--- src/rtl/bdq_pkg.sv ---
package bdq_pkg;

    // default depth of the word store
    localparam int BDQ_CAPACITY = 16;

    // field widths of the stream words
    localparam int REQ_W    = 3;
    localparam int WORD_W   = 32;
    localparam int POS_W    = 4;
    localparam int STATUS_W = 2;
    localparam int CNT_OUT_W = 5;

    // request codes
    localparam logic [REQ_W-1:0] REQ_ADD_FRONT = 3'd0;
    localparam logic [REQ_W-1:0] REQ_ADD_BACK  = 3'd1;
    localparam logic [REQ_W-1:0] REQ_REM_FRONT = 3'd2;
    localparam logic [REQ_W-1:0] REQ_REM_BACK  = 3'd3;
    localparam logic [REQ_W-1:0] REQ_READ_POS  = 3'd4;

    // status codes
    localparam logic [STATUS_W-1:0] ST_OK     = 2'd0;
    localparam logic [STATUS_W-1:0] ST_FULL   = 2'd1;
    localparam logic [STATUS_W-1:0] ST_EMPTY  = 2'd2;
    localparam logic [STATUS_W-1:0] ST_BADPOS = 2'd3;

    // commands from the controller to the datapath
    typedef struct packed {
        logic load_req;  // capture the incoming request
        logic exec;      // store access and pointer update
        logic load_out;  // move the result into the output register
    } t_cmd;

endpackage

--- src/rtl/bdq_ctrl.sv ---
module bdq_ctrl
    import bdq_pkg::*;
(
    input  logic i_clk,
    input  logic i_rst_n,
    input  logic i_in_valid,
    output logic o_in_ready,
    output logic o_out_valid,
    input  logic i_out_ready,
    output t_cmd o_cmd
);

    typedef enum logic [2:0] {
        S_IDLE = 3'b001,
        S_EXEC = 3'b010,
        S_DONE = 3'b100
    } t_state;

    t_state r_state, n_state;
    logic   r_out_valid, n_out_valid;
    logic   out_free;

    assign out_free   = !r_out_valid || i_out_ready;
    assign o_in_ready = (r_state == S_IDLE);
    assign o_out_valid = r_out_valid;

    always_comb begin
        n_state      = r_state;
        n_out_valid  = r_out_valid;
        o_cmd        = '0;
        if (r_out_valid && i_out_ready) begin
            n_out_valid = 1'b0;
        end
        unique case (r_state)
            S_IDLE: begin
                if (i_in_valid) begin
                    o_cmd.load_req = 1'b1;
                    n_state        = S_EXEC;
                end
            end
            S_EXEC: begin
                o_cmd.exec = 1'b1;
                n_state    = S_DONE;
            end
            S_DONE: begin
                if (out_free) begin
                    o_cmd.load_out = 1'b1;
                    n_out_valid    = 1'b1;
                    n_state        = S_IDLE;
                end
            end
            default: begin
                n_state = S_IDLE;
            end
        endcase
    end

    always_ff @(posedge i_clk) begin
        if (!i_rst_n) begin
            r_state     <= S_IDLE;
            r_out_valid <= 1'b0;
        end else begin
            r_state     <= n_state;
            r_out_valid <= n_out_valid;
        end
    end

endmodule

--- src/rtl/bdq_datapath.sv ---
module bdq_datapath
    import bdq_pkg::*;
#(
    parameter int CAPACITY = BDQ_CAPACITY
) (
    input  logic                  i_clk,
    input  logic                  i_rst_n,
    input  t_cmd                  i_cmd,
    input  logic [REQ_W-1:0]      i_req,
    input  logic [WORD_W-1:0]     i_word,
    input  logic [POS_W-1:0]      i_pos,
    output logic [WORD_W-1:0]     o_read_value,
    output logic [STATUS_W-1:0]   o_status,
    output logic [CNT_OUT_W-1:0]  o_count,
    output logic                  o_is_empty
);

    localparam int PW   = (CAPACITY > 1) ? $clog2(CAPACITY) : 1;
    localparam int CW   = $clog2(CAPACITY + 1);
    localparam int SW   = CW + 1;
    localparam int CMPW = (CW > POS_W) ? CW : POS_W;

    // captured request
    logic [REQ_W-1:0]    r_req;
    logic [WORD_W-1:0]   r_word;
    logic [POS_W-1:0]    r_pos;

    // ring pointers
    logic [PW-1:0]       r_head, n_head;
    logic [CW-1:0]       r_count, n_count;

    // store and its registered read
    logic [WORD_W-1:0]   mem [CAPACITY];
    logic [WORD_W-1:0]   r_rdata;
    logic                r_hit;
    logic [STATUS_W-1:0] r_status;

    // output register
    logic [WORD_W-1:0]   r_out_value;
    logic [STATUS_W-1:0] r_out_status;
    logic [CNT_OUT_W-1:0] r_out_count;
    logic                r_out_empty;

    logic                we, re;
    logic [PW-1:0]       addr;
    logic [STATUS_W-1:0] status;
    logic                full, empty;
    logic [CMPW-1:0]     pos_ext, count_ext;
    logic [31:0]         count_wide;

    // head plus offset, wrapped once
    function automatic logic [PW-1:0] slot(input logic [PW-1:0] head,
                                           input logic [CW-1:0] off);
        logic [SW-1:0] s;
        s = SW'(head) + SW'(off);
        if (s >= SW'(CAPACITY)) begin
            s = s - SW'(CAPACITY);
        end
        return s[PW-1:0];
    endfunction

    assign full      = (r_count == CW'(CAPACITY));
    assign empty     = (r_count == '0);
    assign pos_ext   = CMPW'(r_pos);
    assign count_ext = CMPW'(r_count);

    always_comb begin
        n_head = r_head;
        n_count = r_count;
        we     = 1'b0;
        re     = 1'b0;
        addr   = r_head;
        status = ST_OK;
        case (r_req)
            REQ_ADD_FRONT: begin
                if (full) begin
                    status = ST_FULL;
                end else begin
                    n_head  = (r_head == '0) ? PW'(CAPACITY - 1) : r_head - 1'b1;
                    addr    = n_head;
                    we      = 1'b1;
                    n_count = r_count + 1'b1;
                end
            end
            REQ_ADD_BACK: begin
                if (full) begin
                    status = ST_FULL;
                end else begin
                    addr    = slot(r_head, r_count);
                    we      = 1'b1;
                    n_count = r_count + 1'b1;
                end
            end
            REQ_REM_FRONT: begin
                if (empty) begin
                    status = ST_EMPTY;
                end else begin
                    addr    = r_head;
                    re      = 1'b1;
                    n_head  = (r_head == PW'(CAPACITY - 1)) ? '0 : r_head + 1'b1;
                    n_count = r_count - 1'b1;
                end
            end
            REQ_REM_BACK: begin
                if (empty) begin
                    status = ST_EMPTY;
                end else begin
                    addr    = slot(r_head, r_count - 1'b1);
                    re      = 1'b1;
                    n_count = r_count - 1'b1;
                end
            end
            REQ_READ_POS: begin
                if (pos_ext >= count_ext) begin
                    status = ST_BADPOS;
                end else begin
                    // position is below the count here, so it fits the count width
                    addr = slot(r_head, CW'(pos_ext));
                    re   = 1'b1;
                end
            end
            default: begin
                // unused codes leave the list alone
            end
        endcase
    end

    always_ff @(posedge i_clk) begin
        if (!i_rst_n) begin
            r_head  <= '0;
            r_count <= '0;
        end else if (i_cmd.exec) begin
            r_head  <= n_head;
            r_count <= n_count;
        end
    end

    always_ff @(posedge i_clk) begin
        if (i_cmd.load_req) begin
            r_req  <= i_req;
            r_word <= i_word;
            r_pos  <= i_pos;
        end
        if (i_cmd.exec) begin
            r_hit    <= re;
            r_status <= status;
        end
    end

    always_ff @(posedge i_clk) begin
        if (i_cmd.exec && we) begin
            mem[addr] <= r_word;
        end
        if (i_cmd.exec && re) begin
            r_rdata <= mem[addr];
        end
    end

    assign count_wide = 32'(r_count);

    always_ff @(posedge i_clk) begin
        if (i_cmd.load_out) begin
            r_out_value  <= r_hit ? r_rdata : '0;
            r_out_status <= r_status;
            r_out_count  <= count_wide[CNT_OUT_W-1:0];
            r_out_empty  <= (r_count == '0);
        end
    end

    assign o_read_value = r_out_value;
    assign o_status     = r_out_status;
    assign o_count      = r_out_count;
    assign o_is_empty   = r_out_empty;

endmodule

--- src/rtl/bounded_array_deque_top.sv ---
// steps: an accepted word is captured, then the store is accessed and head and count
//   updated, then the result is loaded into the output register once that is free; a new
//   request is taken only after the output load, the store having one registered port
// reset: synchronous active low; the list comes up empty with the head at slot zero,
//   store contents are left as they are and never read before being written
module bounded_array_deque_top
    import bdq_pkg::*;
#(
    parameter int CAPACITY = BDQ_CAPACITY
) (
    input  logic        i_clk,
    input  logic        i_rst_n,
    // request stream
    input  logic        i_s_axis_tvalid,
    output logic        o_s_axis_tready,
    input  logic [39:0] i_s_axis_tdata,   // new_value[31:0], position[35:32], zero pad
    input  logic [2:0]  i_s_axis_tuser,   // req_type[2:0]
    // result stream
    output logic        o_m_axis_tvalid,
    input  logic        i_m_axis_tready,
    output logic [39:0] o_m_axis_tdata    // read_value[31:0], status[33:32],
                                          // count[38:34], is_empty[39]
);

    t_cmd                 cmd;
    logic [WORD_W-1:0]    read_value;
    logic [STATUS_W-1:0]  status;
    logic [CNT_OUT_W-1:0] count;
    logic                 is_empty;

    // controller sequences capture, store access and output load
    bdq_ctrl u_ctrl (
        .i_clk       (i_clk),
        .i_rst_n     (i_rst_n),
        .i_in_valid  (i_s_axis_tvalid),
        .o_in_ready  (o_s_axis_tready),
        .o_out_valid (o_m_axis_tvalid),
        .i_out_ready (i_m_axis_tready),
        .o_cmd       (cmd)
    );

    // ring store, head and count, result register
    bdq_datapath #(
        .CAPACITY (CAPACITY)
    ) u_datapath (
        .i_clk        (i_clk),
        .i_rst_n      (i_rst_n),
        .i_cmd        (cmd),
        .i_req        (i_s_axis_tuser),
        .i_word       (i_s_axis_tdata[31:0]),
        .i_pos        (i_s_axis_tdata[35:32]),
        .o_read_value (read_value),
        .o_status     (status),
        .o_count      (count),
        .o_is_empty   (is_empty)
    );

    assign o_m_axis_tdata = {is_empty, count, status, read_value};

    // an accepted word moves the controller out of idle
    a_accept_busy: assert property (@(posedge i_clk) disable iff (!i_rst_n)
        (i_s_axis_tvalid && o_s_axis_tready) |=> !o_s_axis_tready)
        else $error("request taken while a request is still in work");

    // the output register is never overwritten while a result waits
    a_no_overwrite: assert property (@(posedge i_clk) disable iff (!i_rst_n)
        cmd.load_out |-> (!o_m_axis_tvalid || i_m_axis_tready))
        else $error("result overwritten before it was taken");

    // a full report cannot come with an empty list
    a_full_not_empty: assert property (@(posedge i_clk) disable iff (!i_rst_n)
        (o_m_axis_tvalid && (o_m_axis_tdata[33:32] == ST_FULL)) |-> !o_m_axis_tdata[39])
        else $error("full status reported on an empty list");

endmodule

--- config.mk ---
export PLATFORM = sky130hd
export DESIGN_NAME = bounded_array_deque_top
export DESIGN_NICKNAME = d
export VERILOG_FILES = /design/src/rtl/bdq_pkg.sv /design/src/rtl/bdq_ctrl.sv /design/src/rtl/bdq_datapath.sv /design/src/rtl/bounded_array_deque_top.sv
export SDC_FILE = /design/constraint.sdc
export NUM_CORES = 1
export LEC_CHECK = 0
export BUFFER_PORTS_ARGS = -buffer_cell sky130_fd_sc_hd__buf_2
export CORE_ASPECT_RATIO = 0.7
export CORE_MARGIN = 8
export CORE_UTILIZATION = 40
export CTS_BUF_LIST = sky130_fd_sc_hd__clkbuf_2 sky130_fd_sc_hd__clkbuf_4 sky130_fd_sc_hd__clkbuf_8
export DETAILED_ROUTE_END_ITERATION = 8
export SYNTH_ARGS = -nofsm -noshare
export SYNTH_HDL_FRONTEND = slang
export SYNTH_HIERARCHICAL = 1
export SYNTH_SLANG_ARGS = --single-unit
--- constraint.sdc ---
create_clock -name i_clk -period 11.3 [get_ports i_clk]
set_input_delay 1.695 -clock i_clk [delete_from_list [all_inputs] [get_ports i_clk]]
set_output_delay 1.695 -clock i_clk [all_outputs]
set_load 0.02 [all_outputs]
[Word level (Yosys, flattened, before mapping)]
Memory sizes are Yosys's and may differ from the RTL's. A register that Yosys moved wholly into a read port is not among the register bits.
Index checks and enable logic that the tools add are counted.
W data, S select, Z words.
Word-level totals
  flip-flop bits (word level): 95
  memory bits (writable): 512
  output and inout bits: 42
  logic and storage cells: 94
  memories kept: 1
Memories
  u_datapath.mem: words 16, width 32, rd ports 1, clocked after Yosys merged registers in 1, wr ports 1, line bdq_datapath.sv:33  | logic [WORD_W-1:0] mem [CAPACITY];
Cells by class
  $add $sub $neg: 10
  $lt $le $gt $ge: 4
  equality and inequality tests: 14
  multiplexer cells: 37
  reductions and logical operators: 15
Operators by type and width (count)
  $mux W4: 10
  $pmux W4 S4: 1
  $sub A4 B1 Y4 const B: 4
  $mux W1: 15
  $add A4 B5 Y6: 2
  $ge A6 B5 Y1 const B: 2
  $mux W5: 2
  $pmux W5 S2: 1
  $eq A3 B2 Y1 const B: 3
  $pmux W3 S3: 1
  $ne A2 B2 Y1 const B: 4
  $pmux W4 S2: 1
  $eq A3 B1 Y1 const B: 2
  $eq A3 B3 Y1 const B: 2
  $mux W3: 2
  $pmux W2 S3: 1
  $add A4 B4 Y5: 1
  $add A5 B1 Y5 const B: 1
  $eq A5 B5 Y1 const B: 1
  $ge A4 B5 Y1: 1
  $ge A5 B5 Y1 const B: 1
  $logic_not A5 Y1: 1
  $sub A5 B1 Y5 const B: 1
  $add A4 B1 Y4 const B: 1
  14 further kinds: 19

[Logic depth before layout (Yosys ltp)]
  depth in word-level cells: 6
  mapped depth: 16

[By module]
Netlist, hierarchy kept.
By module, submodules not included
  bdq_datapath: times used 1, cells an instance 1796, area each 26581.7 µm², seq. area each 18978.2 µm²
  bdq_ctrl: times used 1, cells an instance 19, area each 195.2 µm², seq. area each 80.1 µm²
  bounded_array_deque_top: times used 1, cells an instance 1, area each 7.5 µm², seq. area each 0.0 µm²

[Least setup slack after synthesis]
Ideal clock, no wire load.
  path kind: register -> register
  start: reg u_datapath.r_count[1], in the netlist u_datapath/count_ext[1]
  end: mem u_datapath.mem[5][0] (enable)
  data arrival time: 5.033 ns
  data required time: 10.839 ns
  slack: 5.806 ns
  stages on the path, launching flop included: 13
  cell sequence: dfxtp_1 -> inv_1 -> ha_1 -> and4bb_2 -> or4_1 -> and3_1 -> and4_1 -> clkbuf_1 -> a211oi_4 -> buf_2 -> buf_2 -> nand2_1 -> nor3_1
Between the ends
  word-level cells in the longest chain between the ends: 6
Ends and longest elaborated chain
  start: declaration: line bdq_datapath.sv:30  | logic [CW-1:0] r_count, n_count;
  start signal: assignment: line bdq_datapath.sv:134  | r_count <= n_count;
  $sub A5 B1 Y5 / $eq A5 B5 Y1 (equally long branches): line bdq_datapath.sv:108, bdq_datapath.sv:62
  $add A4 B5 Y6 / $mux W1 (equally long branches): line bdq_datapath.sv:55, bdq_datapath.sv:76, bdq_datapath.sv:86
  $ge A6 B5 Y1, or another cell as far along: line bdq_datapath.sv:56  | if (s >= SW'(CAPACITY)) begin
  $mux W4 / $logic_and A1 B1 Y1 (equally long branches): line bdq_datapath.sv:56, bdq_datapath.sv:151
  $mux W4 / $mux W1 (equally long branches): line bdq_datapath.sv:105, bdq_datapath.sv:151
  $pmux W4 S4 / $mux W1 (equally long branches): line bdq_datapath.sv:74, bdq_datapath.sv:152
  end: declaration: line bdq_datapath.sv:33
Several ways; a longest one is shown, not always the timed one.

[Final worst setup path]
  start: reg u_datapath.r_head[0]
  end: reg u_datapath.r_rdata[29] (read register of u_datapath.mem), data pin
Between the ends
  word-level cells in the longest chain between the ends: 5
Ends and longest elaborated chain
  start: declaration: line bdq_datapath.sv:29  | logic [PW-1:0] r_head, n_head;
  start signal: assignment: line bdq_datapath.sv:133  | r_head <= n_head;
  $add A4 B5 Y6 / $add A4 B4 Y5 (equally long branches): line bdq_datapath.sv:55  | s = SW'(head) + SW'(off);
  $ge A6 B5 Y1, or another cell as far along: line bdq_datapath.sv:56
  $mux W4: line bdq_datapath.sv:56
  $mux W4 (on tied branches): line bdq_datapath.sv:105, bdq_datapath.sv:86, bdq_datapath.sv:114
  $pmux W4 S4 *: line bdq_datapath.sv:74  | case (r_req)
  end: declaration: line bdq_datapath.sv:34  | logic [WORD_W-1:0] r_rdata;
Every way passes the cells marked *; elsewhere a longest branch is shown, timed or not.
A chain may end at the register's enable or synchronous reset.

==> run metrics <==
detailed-route via count=16887; Die H=233 um; Post-synth ARST share=0%; crit path cell chain=ha_1 -> fa_1 -> nor3b_1 -> a221oi_1 -> o211ai_1 -> a2111oi_0 -> nor2_4 -> buf_4 -> nor2_4 -> buf_4 -> buf_4 -> a22oi_1 -> a32oi_1 -> o211ai_1; wire per inst=23.0 um; Max Root-Sink Buffers=3; drc violations=0; Die Wd=325 um; synth unique cells=58; main combinational cell family by area after synthesis=compound AO/OA/AOI/OAI gates; Area Overhead vs Synth=12.6%; R2R Path Start=u_datapath/r_head[0]$_SDFFE_PN0P_; Remaining Overflow, GRT=0; CTS buffer count=98; gr usage total=17.0%; Max Slew Vio Count=0; Final Cycle Share=51.5%; PortBufs=84; Final GP Congestion=0.809; CTS tree=done; final hold violations=0; Crit path largest cell delay=1.06 ns; mux share of post-synthesis cell area=2.84%; top achievable clock speed=172 MHz; total power=5.05 mW; crit path max fanout=50; nets@finish=1969; Yosys warnings=6; CP dominant cell by count=buf_4; share of cells above drive strength 1=17.5%; critical path type=flop to flop; crit path DAT=6.21 ns; wl on met1=29800 um; Worst-path clk slew=0.07 ns; adder-cell share of the synthesized area=1.07%; ANT nets after route=0; top sig layer=met4; die footprint=75600 um2; top cell family by delay on the critical path=compound AO/OA/AOI/OAI gates; Final Core Density=45.5%; reg-to-reg endpoint=u_datapath/r_rdata[29]$_DFFE_PP_; Clock Skew=0.0134 ns; final setup fails=0; status=completed; VDD IR-drop max=0.0913 mV; Cells after Synth=1816; pin count of the biggest net entering global routing=232; WL met2=30600 um; Iteration-0 DRC Markers=1675; simple-gate share of the synthesized area=6.25%; Cell Pwr Density=168 nW/um2; worst setup path start=u_datapath/r_head[0]$_SDFFE_PN0P_; Req. time, crit path=11.69 ns; Buffers & Inverters on Critical Path=3; core area=66300 um2; setup slack, reg-to-reg=5.48 ns; hold_buf cts=0; IO Pins=89; Root Buffer=clkbuf_8; Post-CTS Setup Bufs=0; post-cts repair resize count=0; CP Launch Type=flop; Seq/Total Area, Yosys=71.2%; setup TNS=0 ns; CTS H-tree depth=3; mapped cell area=26800 um2; # Max-Cap Violations=0; post-DP HPWL=35900 um; number of stages on the worst setup path=14; Worst-Margin Slew=1.18 ns; unrepaired setup endpoints after global routing=no; FF+latch count, synth=639; Post-synth EDFFs=626; Synth Area in Compound Gates=15.8%; Critical Path Sink=u_datapath/r_rdata[29]$_DFFE_PP_; wire length on met3=4230 um; CTS Sinks=639; min-delay src=u_datapath/r_status[0]$_DFFE_PP_; number of global-route vias before repair=16786; dominant synthesized flop cell=edfxtp_1; Post-Synth XOR/XNOR Area=0.360%; R2R depth=14; most common cell after layout, fill and taps aside=edfxtp_1; slowest cell on the critical path=a2111oi_0; n_diodes=0; DRT Wirelength=66100 um; most frequent cells in the layout=edfxtp_1, a22oi_1, a21oi_1; worst-skew pair later-pin latency=0.68 ns; vias per std cell=5.88; Starting Density=40.4%; leak pwr=9.48 nW; Std-Cell Rows=79; initial antenna violation count=2; Min-Delay Path Class=flop to flop; Post-Syn Area per Cell=14.7 um2; Detailed Routing Iterations Pass 1=5; first-pass GRT wire length=100000 um; Post-Syn Nets=1884; crit path time final=5.82 ns; Slew HR=19.1%; CP Capture Type=flop
cell usage after synthesis, drive strengths merged (3+ instances only):
| master | number | share of area [%] |
|---|---|---|
| nor2 | 54 | 0.76 |
| ha | 18 | 0.84 |
| xnor2 | 7 | 0.23 |
| nand2 | 81 | 1.1 |
| mux4 | 32 | 2.7 |
| o211ai | 6 | 0.17 |
| a221oi | 31 | 1.0 |
| nand2b | 7 | 0.16 |
| a21oi | 179 | 3.3 |
| o21ai | 10 | 0.20 |
| nor3 | 22 | 0.41 |
| xor2 | 4 | 0.13 |
| a21o | 3 | 0.084 |
| a211oi | 68 | 2.0 |
| a32oi | 34 | 1.1 |
| edfxtp | 626 | 70 |
| and2 | 38 | 0.90 |
| clkbuf | 83 | 1.2 |
| nor3b | 4 | 0.15 |
| inv | 18 | 0.25 |
| nand3 | 100 | 1.9 |
| a2111oi | 3 | 0.098 |
| dfxtp | 13 | 0.97 |
| fa | 3 | 0.22 |
| buf | 60 | 1.1 |
| and3 | 7 | 0.16 |
| nor2b | 6 | 0.14 |
| a31oi | 5 | 0.12 |
| a22oi | 256 | 7.2 |
| mux2i | 4 | 0.15 |
| nand4 | 5 | 0.12 |
| or2 | 3 | 0.070 |
routing by layer:
| metal | track usage [%] | vias to the layer above |
|---|---|---|
| li1 | - | 7592 |
| met1 | 23.8 | 8566 |
| met2 | 26.7 | 617 |
| met3 | 3.16 | 112 |
| met4 | 5.63 | 0 |
| met5 | 0 | - |
area by class of cell:
| class | instances | area (um2) |
|---|---|---|
| clock inverter | 53 | 399 |
| fill | 5780 | 36200 |
| tap | 891 | 1110 |
| inverter | 18 | 67.6 |
| timing repair buffer | 128 | 763 |
| clock buffer | 128 | 1590 |
| sequential | 639 | 19100 |
| multi-input combinational | 1016 | 7170 |
registers in the layout, indices dropped and copies added, names as in the netlist:
register / cells
u_datapath/o_read_value: 32
u_datapath/r_word: 32
u_datapath/o_status: 2
u_datapath/r_req: 3
u_datapath/mem: 512
u_datapath/r_rdata: 32
u_datapath/o_count: 5
u_ctrl/r_state: 3
u_ctrl/o_out_valid: 1
u_datapath/o_is_empty: 1
u_datapath/count_ext: 5
u_datapath/r_status: 2
u_datapath/r_pos: 4
u_datapath/r_hit: 1
u_datapath/r_head: 4
per-stage QoR:
stage / area, um2 / cells / setup slack, ns / hold slack [ns]
floorplan: 26800 / 1816 / 5.81 / 0.400
global placement: 28200 / 2692 / 5.59 / 0.410
detailed placement: 28200 / 2692 / 5.47 / 0.407
CTS: 30200 / 2873 / 5.45 / 0.423
global route: 30200 / 2873 / 5.05 / 0.434
finish: 30200 / 2873 / 5.48 / 0.421
report_power, final:
group | switching [mW] | internal [mW]
clock network | 0.889 | 1.06
registers | 0.0375 | 2.63
logic | 0.289 | 0.149
total | 1.22 | 3.84
cells by family (layout without fill, tap and decap cells):
family | after synthesis | count (layout)
AOI/OAI and AO/OA | 611 | 611
xor gates and xnor gates | 11 | 11
adders and majority gates | 21 | 21
buffers and inverters | 161 | 327
DFF | 639 | 639
muxes | 36 | 36
and+or+nand+nor | 337 | 337
worst min-delay path by stage:
stage | to | slack [ns] | cells past startpoint
after detailed placement | u_datapath/o_status[0]$_DFFE_PP_ | 0.41 | 0
after floorplan | u_datapath/o_status[0]$_DFFE_PP_ | 0.40 | 0
after global placement | u_datapath/o_status[1]$_DFFE_PP_ | 0.41 | 0
after CTS | u_datapath/o_status[0]$_DFFE_PP_ | 0.42 | 0
final | u_datapath/o_status[0]$_DFFE_PP_ | 0.42 | 0
after global routing | u_datapath/o_status[0]$_DFFE_PP_ | 0.43 | 0
Note: power is estimated with default switching activity, not from simulation.
